**src/hw/rtl/uvsph_div.sv**
```systemverilog
// Pipelined restoring divider: one quotient bit per stage, quotient truncated.
module uvsph_div #(
  parameter int unsigned NumW = 41,
  parameter int unsigned DenW = 9
) (
  input  logic            clk_i,
  input  logic            en_i,
  input  logic [NumW-1:0] num_i,
  input  logic [DenW-1:0] den_i,
  output logic [NumW-1:0] quo_o
);

  logic [NumW-1:0] rem_q [NumW+1];
  logic [NumW-1:0] quo_q [NumW+1];
  logic [DenW-1:0] den_q [NumW+1];

  always_comb begin
    rem_q[0] = num_i;
    quo_q[0] = '0;
    den_q[0] = den_i;
  end

  for (genvar s = 0; s < NumW; s++) begin : g_stage
    localparam int unsigned Bit = NumW - 1 - s;
    logic [NumW+DenW-1:0] sub_w;
    logic [NumW+DenW-1:0] rem_ext_w;
    logic                 ge_w;
    logic [NumW-1:0]      rem_d;
    logic [NumW-1:0]      quo_d;
    logic [NumW-1:0]      rem_r;
    logic [NumW-1:0]      quo_r;
    logic [DenW-1:0]      den_r;

    assign rem_ext_w = (NumW+DenW)'(rem_q[s]);
    assign sub_w     = (NumW+DenW)'(den_q[s]) << Bit;
    assign ge_w      = rem_ext_w >= sub_w;
    always_comb begin
      rem_d = rem_q[s];
      quo_d = quo_q[s];
      if (ge_w) begin
        rem_d = NumW'(rem_ext_w - sub_w);
        quo_d[Bit] = 1'b1;
      end
    end
    always_ff @(posedge clk_i) begin
      if (en_i) begin
        rem_r <= rem_d;
        quo_r <= quo_d;
        den_r <= den_q[s];
      end
    end
    always_comb begin
      rem_q[s+1] = rem_r;
      quo_q[s+1] = quo_r;
      den_q[s+1] = den_r;
    end
  end

  assign quo_o = quo_q[NumW];

endmodule

```
**config.mk**
```make
export PLATFORM = sky130hd
export DESIGN_NAME = uvsph_div
export DESIGN_NICKNAME = d
export VERILOG_FILES = /design/src/hw/rtl/uvsph_div.sv
export SDC_FILE = /design/constraint.sdc
export NUM_CORES = 2
export LEC_CHECK = 0
export BUFFER_PORTS_ARGS = -buffer_cell sky130_fd_sc_hd__buf_2
export CAP_MARGIN = 0
export CORE_MARGIN = 2
export CORE_UTILIZATION = 41
export DETAILED_ROUTE_END_ITERATION = 8
export PLACE_DENSITY = 0.59
export REMOVE_ABC_BUFFERS = 1
export SLEW_MARGIN = 20
export SYNTH_ARGS = -nofsm -noshare
export SYNTH_HDL_FRONTEND = slang
export SYNTH_SLANG_ARGS = --single-unit
```
**constraint.sdc**
```tcl
create_clock -name clk_i -period 4.02 [get_ports clk_i]
set_input_delay 0 -clock clk_i [delete_from_list [all_inputs] [get_ports clk_i]]
set_output_delay 0 -clock clk_i [all_outputs]
set_load 0.01 [all_outputs]
```
# After elaboration in Yosys (flattened, before gate mapping)
# Index checks and enable logic that the tools add are counted.
[classes]
addsub = 40
n_mux = 41
n_lt_le_gt_ge = 41
[ops]
columns = ["op", "n"]
rows = [
  ["$mux W41", 40],
  ["$sub A41 B41 Y41", 9],
  ["$ge A41 B49 Y1", 1],
  ["$ge A41 B48 Y1", 1],
  ["$ge A41 B47 Y1", 1],
  ["$ge A41 B46 Y1", 1],
  ["$ge A41 B45 Y1", 1],
  ["$ge A41 B44 Y1", 1],
  ["$ge A41 B43 Y1", 1],
  ["$ge A41 B42 Y1", 1],
  ["$ge A41 B10 Y1", 1],
  ["$ge A41 B11 Y1", 1],
  ["$ge A41 B12 Y1", 1],
  ["$ge A41 B13 Y1", 1],
  ["$ge A41 B14 Y1", 1],
  ["$ge A41 B15 Y1", 1],
  ["$ge A41 B16 Y1", 1],
  ["$ge A41 B17 Y1", 1],
  ["$ge A41 B18 Y1", 1],
  ["$ge A41 B19 Y1", 1],
  ["$ge A41 B20 Y1", 1],
  ["$ge A41 B21 Y1", 1],
  ["$ge A41 B22 Y1", 1],
  ["$ge A41 B23 Y1", 1],
  ["51 further kinds", 51],
]
[totals]
ff_bits = 2861
in_bits = 52
out_inout_bits = 41
wordCells = 283

# Depth between registers and ports, before layout
[logic_depth]
word_depth = 2
ltp_mapped = 13
mapped_depth_nobuf = 11

# Worst setup path after synthesis
# OpenSTA, ideal clock, no wires.
[synth_path]
path_type = "reg2reg"
from = "register g_stage[28].rem_r[26]"
to = "register g_stage[29].rem_r[15], data pin"
slack_ns = 0.843
arrival_time_ns = 2.915
path_stages_with_launch = 9
period_less_slack_ns = 3.177
n_path_buf = 2
cell_sequence = "edfxtp_1 -> or3_1 -> or4b_1 -> buf_2 -> or4_1 -> a211o_1 -> nor3b_4 -> buf_6 -> mux2_1"
[synth_via]
elab_chain_cells = 2
[synth_lines]
columns = ["element", "line", "rtl"]
rows = [
  ["from (decl)", "30", "logic [NumW-1:0] rem_r;"],
  ["from (signal assigned)", "47", "rem_r <= rem_d;"],
  ["$ge A41 B20 Y1", "36", "assign ge_w = rem_ext_w >= sub_w;"],
  ["$mux W41", "40", "if (ge_w) begin"],
  ["net g_stage[29].rem_d[15]", "28", "logic [NumW-1:0] rem_d;"],
  ["to (signal assigned)", "47", ""],
  ["to (decl)", "30", ""],
]
# The timed path passes the listed nets, and every way through them passes these cells.
# A chain may end at the register's enable or synchronous reset.

# Final worst setup path
[layout_path]
from = "register g_stage[30].den_r[1]"
to = "register g_stage[31].rem_r[32], data pin"
[layout_via]
elab_chain_cells = 2
[layout_lines]
columns = ["element", "line", "rtl"]
rows = [
  ["from (decl)", "32", "logic [DenW-1:0] den_r;"],
  ["from (signal assigned)", "49", "den_r <= den_q[s];"],
  ["$sub A41 B18 Y41 / $ge A41 B18 Y1 (equally long branches)", "41, 36", ""],
  ["$mux W41 (*)", "40", ""],
  ["net g_stage[31].rem_d[32]", "28", ""],
  ["to (signal assigned)", "47", ""],
  ["to (decl)", "30", ""],
]
# The timed path passes the listed nets; every way through them passes the cells marked *.

==> impl_metrics.toml <==
[yosys]
yosys_warnings = 0
synthesis.area_sq_um = 116900
synthArstFlopShare_pct = 0
synth-seq-cells = 2861
synth_seq_area_share_pct = 73.48
synth-xor-area-share_pct = 4.795
netlist_instances = 7543
synthDistinctLibCells = 96
synth-edff-count = 2861
synth_top_family_by_area = "simple AND/OR/NAND/NOR gates"
synthAdderAreaFrac_pct = 4.214
synthSimpleGateAreaFrac_pct = 9.630
synth_area_per_cell_sq_um = 15.50
synthMuxAreaShare_pct = 1.066
synth_flop_cell = "edfxtp_1"
synth_compound_area_share_pct = 5.015

[floorplan]
die-area_sq_um = 289400
rows = 196
die_w_um = 538.0
coreArea_sq_um = 284500
initial_core_util_pct = 41.10
die_h_um = 538.0
io_pins = 93

[routing]
drt-initial-drc-count = 4658
vias = 62490
via_per_inst = 5.156
wl_um = 228200
antenna_left = 0
firstDrtPassIters = 5
drc = 0
drt-wirelength-per-cell_um = 18.82

[clock_tree]
clk_pin_slew_ps = 60
cts_tree = "yes"
post_cts_buffers = 0
cts_resized = 0
insertion_delay_ps = 900
h-tree-depth = 5
clockBufferDepth = 4
cts_buffers = 312
clock-sinks = 2861
root_buffer = "clkbuf_16"

[critical_path]
worstPathMaxFanout = 8
cp-startpoint = "g_stage[30].den_r[1]"
worstSetupPathType = "flop to flop"
crit_required_ps = 4600
r2r_cells = 9
rr_startpoint = "g_stage[30].den_r[1]"
cp.arrival_ps = 4130
startpoint_type = "flop"
cp-end-kind = "flop"

[layout]
nets = 8532
final_common_cell = "edfxtp_1"
drive_gt1_share_pct = 10.38
utilization_pct = 47.27
mostFrequentLayoutCells = "2861 x edfxtp_1, 456 x inv_1, 422 x nor2_1, 374 x xor2_1, 352 x nand2_1"
area_growth_pct = 15.02

[global_routing]
grt_pass1_wl_um = 356100
gr-total-overflow = 0
antenna_found_initial = 3
grt_max_degree = 117
grt_use_total_pct = 15.57
grt_pass1_vias = 62760

[sta]
hold_ws_ps = 161.0
clock.fmax_mhz = 281.9
slew_violations = 0
fin_ws_ps = 472.8
relSlewSlack_pct = 24.48
fin_crit_ps = 3547
tightest_slew_ps = 1133
fin_crit_sh_pct = 88.24
hold_violations = 0
rsz0062_at_grt = "no"
timing.setup.tns_ps = 0
skew_ps = 54.61
setup_viol = 0

[placement]
place_congestion = 0.8670
hpwl_um = 158900
place_ws_ps = 515.1
numPortBuffers = 92

[hold_path]
worstHoldStart = "num_i[40]"
whs_path_depth = 4
hold_class = "primary input to flop"

[pwr]
pwr_density_cell_nw_per_um2 = 582.1
irDropWorstVdd_mv = 0.3553
leakage_nw = 47.13
power_mw = 78.27

[job]
cap_violations = 0

[outcome]
outcome = "finished clean"
## Yosys cell counts, types with 14 or more instances
cell	instances	area [sq um]
a31oi_1	18	112.6
xor2_1	374	3276
nor2b_1	84	525.5
o21bai_1	14	105.1
mux2i_1	21	210.2
nor3b_1	14	105.1
nor2_1	422	1584
nand4b_1	32	280.3
edfxtp_1	2861	85910
nand3b_1	30	225.2
nor4_1	324	2027
nand4_1	74	462.9
nor3_1	240	1201
o31ai_1	46	345.3
ha_1	333	4167
and3_1	18	112.6
mux2_2	91	1025
a21oi_1	230	1151
or3_1	76	475.5
nand2_1	352	1321
or2_2	40	250.2
nor4b_1	32	280.3
and2_1	14	87.58
a211oi_1	36	270.3
and4b_1	14	140.1
xnor2_1	266	2330
nand2b_1	70	437.9
clkbuf_1	72	270.3
o21ai_0	267	1336
fa_1	38	760.7
o31a_1	37	324.1
inv_1	456	1712
or4_1	100	750.7
o211ai_1	16	120.1
a21o_1	61	457.9
nand3_1	108	540.5
o21a_1	80	600.6
a21boi_0	16	120.1
## path summary, 6_finish.rpt
path	slack, ps	endpoint
min	160	g_stage[0].rem_r[40]
max	470	g_stage[31].rem_r[32]
min reg2reg	380	g_stage[5].quo_r[40]
max reg2reg	470	g_stage[31].rem_r[32]
## cell type report
type | instances | area, sq um
Sequential cell | 2861 | 85910
Tap cell | 3762 | 4707
Antenna cell | 4 | 10.01
Clock inverter | 201 | 2170
Multi-Input combinational cell | 4132 | 28950
Inverter | 459 | 1723
Fill cell | 24270 | 150000
Clock buffer | 358 | 8108
Timing Repair Buffer | 343 | 2898
## through the flow
step / instance area (sq um) / instances
floorplan: 116500 / 7452
global placement: 123200 / 11460
detailed placement: 123200 / 11460
CTS: 134500 / 12120
global route: 134500 / 12120
finish: 134500 / 12120
## per-layer routing
layer	vias to the layer above	share of wire, %	GRT usage [%]
met2	1382	48	26.21
met4	0	2.8	4.624
met1	30640	44	20.69
met5	-	0	0
li1	30070	-	-
met3	395	4.8	2.669
## timing repair
action | CTS | global route
hold buffers | 100 | 0
endpoints found under the setup margin | 0 | 0
hold endpoints to repair | 471 | 0
## logic make-up after synthesis
family,count (synthesis)
DFF,2861
and+or+nand+nor,2087
AOI/OAI and AO/OA,921
xor gates and xnor gates,640
buffers and inverters,550
adders and majority gates,371
muxes,113
## worst max-delay path: stages (launching register included)
cell and delay (ps):
edfxtp_1 440, inv_1 110, ha_1 290, or4b_2 580, nor4_1 440, a31oi_1 260, nand3_1 160, nand4b_1 390
nor4_1 440, xor2_1 130
## flip-flops by register name, summed over array words and instances (netlist names)
name / flops
g_stage.quo_r: 820
quo_o: 41
g_stage.rem_r: 1640
g_stage.den_r: 360
## power by group
group          switching (mW)  internal, mW
clock                    11.6          16.9
combinational            6.11          4.54
sequential               2.26          36.9
(Power assumes the default switching activity.)
