**config.mk**
```make
export PLATFORM = sky130hd
export DESIGN_NAME = uvsph_cordic
export DESIGN_NICKNAME = d
export VERILOG_FILES = /design/src/hw/rtl/uvsph_pkg.sv /design/src/hw/rtl/uvsph_cordic.sv
export SDC_FILE = /design/constraint.sdc
export NUM_CORES = 2
export LEC_CHECK = 0
export BUFFER_PORTS_ARGS = -buffer_cell sky130_fd_sc_hd__clkbuf_2
export CORE_ASPECT_RATIO = 0.6
export CORE_MARGIN = 4
export CORE_UTILIZATION = 30
export CTS_CLUSTER_DIAMETER = 100
export DETAILED_ROUTE_END_ITERATION = 12
export HOLD_SLACK_MARGIN = 0.15
export SYNTH_ARGS = -nofsm -noshare
export SYNTH_HDL_FRONTEND = slang
export SYNTH_SLANG_ARGS = --single-unit
```
**constraint.sdc**
```tcl
create_clock -name clk_i -period 5.42 [get_ports clk_i]
set_input_delay 1.084 -clock clk_i [delete_from_list [all_inputs] [get_ports clk_i]]
set_output_delay 1.084 -clock clk_i [all_outputs]
set_load 0.02 [all_outputs]
```
**src/hw/rtl/uvsph_pkg.sv**
```systemverilog
// Shared types, constants and the arctangent table for the UV sphere vertex generator.
package uvsph_pkg;

  localparam int unsigned CountWidth       = 9;
  localparam int unsigned FieldWidth       = 16;
  localparam int unsigned PhaseWidth       = 32;
  localparam int unsigned CordicWidth      = 34;
  localparam int unsigned AtanEntries      = 24;
  localparam int unsigned MaxDivisionsDef  = 256;
  localparam int unsigned AngleItersDef    = 16;
  localparam int unsigned StackCountReset  = 48;
  localparam int unsigned SectorCountReset = 48;
  localparam logic [CordicWidth-1:0] CordicGain = CordicWidth'(652032874);
  localparam logic [PhaseWidth-1:0]  QuarterTurn = 32'h4000_0000;

  // Configuration register indexes.
  localparam logic [0:0] RegStackCount  = 1'b0;
  localparam logic [0:0] RegSectorCount = 1'b1;

  typedef logic [CountWidth-1:0] count_t;

  typedef struct packed {
    logic [CountWidth-1:0] stack_n;
    logic [CountWidth-1:0] sector_n;
  } counts_t;

  function automatic logic [PhaseWidth-1:0] atan_entry(input logic [4:0] k);
    logic [PhaseWidth-1:0] r;
    case (k)
      5'd0:    r = 32'h20000000;
      5'd1:    r = 32'h12E4051E;
      5'd2:    r = 32'h09FB385B;
      5'd3:    r = 32'h051111D4;
      5'd4:    r = 32'h028B0D43;
      5'd5:    r = 32'h0145D7E1;
      5'd6:    r = 32'h00A2F61E;
      5'd7:    r = 32'h00517C55;
      5'd8:    r = 32'h0028BE53;
      5'd9:    r = 32'h00145F2F;
      5'd10:   r = 32'h000A2F98;
      5'd11:   r = 32'h000517CC;
      5'd12:   r = 32'h00028BE6;
      5'd13:   r = 32'h000145F3;
      5'd14:   r = 32'h0000A2FA;
      5'd15:   r = 32'h0000517D;
      5'd16:   r = 32'h000028BE;
      5'd17:   r = 32'h0000145F;
      5'd18:   r = 32'h00000A30;
      5'd19:   r = 32'h00000518;
      5'd20:   r = 32'h0000028C;
      5'd21:   r = 32'h00000146;
      5'd22:   r = 32'h000000A3;
      5'd23:   r = 32'h00000051;
      default: r = '0;
    endcase
    return r;
  endfunction

endpackage

```
**src/hw/rtl/uvsph_cordic.sv**
```systemverilog
// Pipelined rotation-mode CORDIC giving cosine and sine in Q4.30 of a binary angle.
module uvsph_cordic #(
  parameter int unsigned Iters = uvsph_pkg::AngleItersDef
) (
  input  logic                                   clk_i,
  input  logic                                   en_i,
  input  logic [uvsph_pkg::PhaseWidth-1:0]       phase_i,
  output logic signed [uvsph_pkg::CordicWidth-1:0] cos_o,
  output logic signed [uvsph_pkg::CordicWidth-1:0] sin_o
);

  localparam int unsigned W = uvsph_pkg::CordicWidth;
  localparam int unsigned Pw = uvsph_pkg::PhaseWidth;
  localparam int unsigned N = (Iters > uvsph_pkg::AtanEntries) ? uvsph_pkg::AtanEntries :
                              (Iters < 1) ? 1 : Iters;

  logic signed [W-1:0] x_s [N+1];
  logic signed [W-1:0] y_s [N+1];
  logic signed [W-1:0] z_s [N+1];
  logic [1:0]          q_s [N+1];

  logic [1:0]    q_w;
  logic [Pw-1:0] d_w;
  logic [Pw-1:0] ph_add_w;

  assign ph_add_w = phase_i + 32'h2000_0000;
  assign q_w      = ph_add_w[Pw-1:Pw-2];
  assign d_w      = phase_i - {q_w, {(Pw-2){1'b0}}};

  always_comb begin
    x_s[0] = signed'(uvsph_pkg::CordicGain);
    y_s[0] = '0;
    z_s[0] = W'(signed'(d_w));
    q_s[0] = q_w;
  end

  for (genvar k = 0; k < N; k++) begin : g_iter
    logic signed [W-1:0] x_r, y_r, z_r;
    logic [1:0]          q_r;
    logic signed [W-1:0] xs_w, ys_w, at_w;
    assign xs_w = x_s[k] >>> k;
    assign ys_w = y_s[k] >>> k;
    assign at_w = signed'(W'(uvsph_pkg::atan_entry(5'(k))));
    always_ff @(posedge clk_i) begin
      if (en_i) begin
        if (!z_s[k][W-1]) begin
          x_r <= x_s[k] - ys_w;
          y_r <= y_s[k] + xs_w;
          z_r <= z_s[k] - at_w;
        end else begin
          x_r <= x_s[k] + ys_w;
          y_r <= y_s[k] - xs_w;
          z_r <= z_s[k] + at_w;
        end
        q_r <= q_s[k];
      end
    end
    always_comb begin
      x_s[k+1] = x_r;
      y_s[k+1] = y_r;
      z_s[k+1] = z_r;
      q_s[k+1] = q_r;
    end
  end

  always_comb begin
    case (q_s[N])
      2'd0: begin
        cos_o = x_s[N];
        sin_o = y_s[N];
      end
      2'd1: begin
        cos_o = -y_s[N];
        sin_o = x_s[N];
      end
      2'd2: begin
        cos_o = -x_s[N];
        sin_o = -y_s[N];
      end
      default: begin
        cos_o = y_s[N];
        sin_o = -x_s[N];
      end
    endcase
  end

endmodule

```
======== Word-level counts from Yosys, hierarchy flattened ========
Cells that the tools add are included.
cells by class
  $add $sub $neg .......................... 94
  multiplexer cells ....................... 48
  eq/ne operators ......................... 2
  reductions and logical operators ........ 1
operators with widths
  operator                                        count
  2-to-1 mux 34 bit                               46
  case mux 34 bit (3 select lines)                2
  adder 34 x 19 -> 34 bit                         2
  adder 34 x 20 -> 34 bit                         2
  adder 34 x 21 -> 34 bit                         2
  adder 34 x 22 -> 34 bit                         2
  adder 34 x 23 -> 34 bit                         2
  adder 34 x 24 -> 34 bit                         2
  adder 34 x 25 -> 34 bit                         2
  adder 34 x 26 -> 34 bit                         2
  adder 34 x 27 -> 34 bit                         2
  adder 34 x 28 -> 34 bit                         2
  adder 34 x 29 -> 34 bit                         2
  adder 34 x 30 -> 34 bit                         2
  adder 34 x 30 -> 34 bit, second input constant  2
  adder 34 x 31 -> 34 bit                         2
  adder 34 x 32 -> 34 bit                         2
  negation 34 bit                                 2
  subtractor 34 x 19 -> 34 bit                    2
  subtractor 34 x 20 -> 34 bit                    2
  subtractor 34 x 21 -> 34 bit                    2
  subtractor 34 x 22 -> 34 bit                    2
  subtractor 34 x 23 -> 34 bit                    2
  subtractor 34 x 24 -> 34 bit                    2
  44 further kinds                                53
storage, ports and cells
  input port bits ......................... 34
  word-level logic and storage cells ...... 207
  flip-flop bits (word level) ............. 1,596

======== Depth between registers and ports, before layout ========
  word-level depth ........................ 4
  gate-level depth with buffers ........... 22
  gate-level depth less buffers ........... 22

======== Worst setup path after synthesis ========
OpenSTA, ideal clock, no wires.
  path kind ............................... reg2reg
  from .................................... reg g_iter[7].z_r[33]
  to ...................................... reg g_iter[8].y_r[29] (data pin)
  period minus slack after synthesis ...... 4,881 ps
  data required time ...................... 5,155 ps
  buffers on the path ..................... 2
  stages on the path, launching flop included .. 18
  library setup time ...................... 265 ps
  data arrival time ....................... 4,616 ps
  path slack .............................. 539 ps
  cells stage by stage .................... edfxtp_1 > clkbuf_1 > buf_1 > clkinv_1 > o41ai_1 > xor2_1 > ha_1 > o21a_1 > o21ai_0 > o21bai_1 > nor2_1 > o32ai_1 > o41a_1 > a41o_1 > o41a_1 > a31oi_1 > o21ai_0 > xor2_1
between the ends
  longest elaborated chain between the ends .. 1
RTL lines
  item                    line                source
  start, declared         uvsph_cordic.sv:38  logic signed [W-1:0] x_r, y_r, z_r;
  start signal, assigned  uvsph_cordic.sv:49  z_r <= z_s[k] - at_w;
  start signal, assigned  uvsph_cordic.sv:53  z_r <= z_s[k] + at_w;
  2-to-1 mux 34 bit       uvsph_cordic.sv:46  if (!z_s[k][W-1]) begin
  end signal, assigned    uvsph_cordic.sv:48  y_r <= y_s[k] + xs_w;
  end signal, assigned    uvsph_cordic.sv:52  y_r <= y_s[k] - xs_w;
  end, declared           uvsph_cordic.sv:38
No other way between the ends.
A chain may end at the register's enable or synchronous reset.

======== Worst setup path in the final report ========
  from .................................... reg g_iter[15].x_r[6]
  to ...................................... out cos_o[33] (netlist name)
between the ends
  longest elaborated chain between the ends .. 2
RTL lines
  item                              line                source
  start, declared                   uvsph_cordic.sv:38
  start signal, assigned            uvsph_cordic.sv:47  x_r <= x_s[k] - ys_w;
  start signal, assigned            uvsph_cordic.sv:51  x_r <= x_s[k] + ys_w;
  negation 34 bit                   uvsph_cordic.sv:77  cos_o = -x_s[N];
  case mux 34 bit (3 select lines)  uvsph_cordic.sv:67  case (q_s[N])
  end, declared                     uvsph_cordic.sv:8   output logic signed [uvsph_pkg::CordicWidth-1:0] cos_o,
No other way between the ends.

==> flow_summary.yaml <==
clock_tree:
  cts_hold_buf: 0
  worstSkewPairLatency_ns: 0.87
  clock_sinks: 1505
  cts-root-buf: "clkbuf_16"
  cts.reportedPaths.clkPinSlew_ns: 0.06
  cts_inserted_buffers: 169
  htreeDepth: 4
  clockBufferDepth: 4
  cts_tree: "built"
setup_path:
  worstSetupPathType: "reg2out"
  required_ns: 4.34
  critPathLaunch: "g_iter[15].x_r[6]$_DFFE_PP_"
  crit_end: "cos_o[33]"
  reg2regPathDepth: 16
  critPathCaptureType: "output port"
  rrSetupSlack_ns: 0.25
  r2r_start: "g_iter[13].x_r[17]$_DFFE_PP_"
  startpoint_type: "register"
  worstPathMaxFanout: 4
  worstReg2RegEnd: "g_iter[14].y_r[33]$_DFFE_PP_"
  crit_arrival_ns: 4.30
die:
  die_y_um: 512
  ios: 102
  die_area_um2: 434000
  num_rows: 184
  core_area_um2: 420000
  start_util_pct: 30.2
  die_w_um: 848
timing:
  setup_violations: 0
  hold_viol: 0
  setup_ws_ns: 0.0341
  fin_skew_ns: 0.0555
  clock.fmax_mhz: 186
  drv_slew: 0
  worstMarginPinSlew_ns: 1.25
  fin_crit_sh_pct: 99.4
  rsz0062_at_grt: "true"
  slew_headroom_pct: 16.4
  holdWs_ns: 0.406
  fin_crit_ns: 5.39
routing:
  dr.first_iter.drc_count: 11400
  vias: 102000
  drc: 0
  vias_per_cell: 5.28
  antenna_left: 0
  wl_per_cell_um: 18.2
  finalWirelength_um: 352000
  drt_first_pass_iters: 8
logic_synthesis:
  synthCells: 13300
  avgSynthCellArea_um2: 9.56
  syn_area_um2: 127000
  synth_seq_cells: 1505
  ys_types: 104
  postSynthNetCount: 14800
  yosys_most_used_dff: "edfxtp_1"
  async_flop_share_pct: 0
  yosysWarnings: 0
  synth-edff-count: 1505
  yosysSeqAreaShare_pct: 35.6
global_route:
  grt_max_degree: 120
  first_global_vias: 91700
  grt_pass1_wl_um: 546000
  grt_antenna_before_repair: 8
  gr-usage-all-layers_pct: 15.6
  grt-ovfl-total: 0
run:
  drv_cap: 0
min_path:
  hold_class: "reg2reg"
place:
  placed_cells: 19000
  gp_routability_congestion: 0.915
  port_buffers: 101
  pre_cts_ws_ns: -0.00250
  hpwlAfterDp_um: 282000
cells_and_area:
  fin_cells: 19300
  num-nets-final: 15100
  syn_to_final_growth_pct: 11.5
  num-fill-cells: 42600
  layout-drive-gt1-share_pct: 6.16
  finish.utilization_pct: 33.7
outcome:
  status: "finished clean"
layer usage:
layer  up-vias  wire [µm]  global-route usage [%]
li1      49900          -                       -
met1     48300     192000                    26.8
met2      3598     115000                    17.9
met3       288      40000                    4.93
met4         4       4670                    2.20
met5         -         32                       0
stage by stage:
stage	cell area, µm²	TNS [ns]
detailed placement	136000	-0.00250
floorplan	127000	0
global route	142000	-1.10
global placement	136000	0
CTS	141000	-0.0301
finish	142000	0
sequential cells by signal (all words and copies together) (netlist names):
signal and flops:
g_iter.z_r 474, g_iter.x_r 488, g_iter.y_r 511, g_iter.q_r 32
how the worst min path moves through the flow:
stage	startpoint	endpoint	slack [ns]	cells past startpoint
after detailed placement	g_iter[9].z_r[0]$_DFFE_PP_	g_iter[10].z_r[0]$_DFFE_PP_	0.41	0
final	g_iter[6].q_r[0]$_DFFE_PP_	g_iter[7].q_r[0]$_DFFE_PP_	0.41	0
after CTS	phase_i[8]	g_iter[0].z_r[8]$_DFFE_PP_	0.33	1
after global placement	g_iter[4].q_r[0]$_DFFE_PP_	g_iter[5].q_r[0]$_DFFE_PP_	0.41	0
after global routing	phase_i[16]	g_iter[0].z_r[16]$_DFFE_PP_	0.36	1
after floorplan	g_iter[9].q_r[0]$_DFFE_PP_	g_iter[10].q_r[0]$_DFFE_PP_	0.40	0
cell type report:
type	count	area [µm²]	share of cell area [%]
Clock buffer	200	4430	3.13
Inverter	623	2340	1.65
Sequential cell	1505	45200	31.9
Timing Repair Buffer	353	2710	1.91
Antenna cell	3	7.51	0.00530
Tap cell	5580	6980	4.93
Multi-Input combinational cell	11000	79100	55.9
Clock inverter	91	826	0.583
synthesized netlist by cell type, drive strengths merged (43+ instances only):
master / number / area share, %
nor4: 98 / 0.53
o41ai: 53 / 0.40
inv: 621 / 1.8
nor3b: 46 / 0.27
nand2b: 242 / 1.2
buf: 44 / 0.13
or2: 43 / 0.21
and2: 84 / 0.41
nor2b: 188 / 0.93
or3: 92 / 0.45
nand4: 76 / 0.37
nand2: 622 / 1.8
o21bai: 150 / 0.89
and3: 114 / 0.56
nand3: 267 / 1.1
o21ai: 621 / 2.4
clkbuf: 154 / 0.46
o21a: 198 / 1.2
xnor2: 1306 / 9.0
mux2i: 79 / 0.62
edfxtp: 1505 / 36
nor2: 1231 / 3.6
o31ai: 84 / 0.51
a211o: 44 / 0.30
mux2: 53 / 0.47
o211ai: 51 / 0.30
or4: 56 / 0.35
xor2: 619 / 4.3
ha: 1400 / 14
a211oi: 110 / 0.65
a31oi: 135 / 0.66
a21oi: 1396 / 5.5
nor3: 388 / 1.5
fa: 44 / 0.69
a21o: 596 / 3.5
cell families (layout without fill, tap and decap cells):
kind of cell / Yosys count / count (layout) / synth area share [%]
AO/OA/AOI/OAI: 3812 / 3812 / 19.1
XOR/XNOR: 1925 / 1925 / 13.3
adder cells (fa/ha/maj): 1444 / 1444 / 14.5
buffers and inverters: 821 / 1267 / 2.43
flip-flops: 1505 / 1505 / 35.6
multiplexers: 134 / 134 / 1.13
other: 1 / 4 / 0.00295
AND/OR/NAND/NOR: 3639 / 3639 / 14.0
worst max-delay path, stage by stage (launching register included):
cell	delay [ns]
edfxtp_1	0.51
or4_4	0.58
nor4_4	0.17
nand4_1	0.19
or4_4	0.45
or4_4	0.48
inv_4	0.09
nand2_4	0.09
o31ai_4	0.31
xnor2_2	0.16
nor2_2	0.06
a21oi_2	0.18
clkbuf_8	0.18
repair_timing:
item / in CTS / in global routing
resized for setup: 24 / 94
buffers inserted: 6 / 4
endpoints found under the setup margin: 18 / 55
pin swaps: 5 / 10
layout by cell type (no fill, tap or decap), drive strengths merged, types with 84 or more instances in the layout:
master | netlist | routed
a211oi | 110 | 110
a21o | 596 | 596
a21oi | 1396 | 1396
a31oi | 135 | 135
and2 | 84 | 84
and3 | 114 | 114
buf | 44 | 268
clkbuf | 154 | 285
edfxtp | 1505 | 1505
ha | 1400 | 1400
inv | 621 | 629
nand2 | 622 | 622
nand2b | 242 | 242
nand3 | 267 | 267
nor2 | 1231 | 1231
nor2b | 188 | 188
nor3 | 388 | 388
nor4 | 98 | 98
o21a | 198 | 198
o21ai | 621 | 621
o21bai | 150 | 150
o31ai | 84 | 84
or3 | 92 | 92
xnor2 | 1306 | 1306
xor2 | 619 | 619
Power is left out: the tool's default activity adds up to more than one toggle a clock period on the data nets, which glitch-free logic cannot reach.
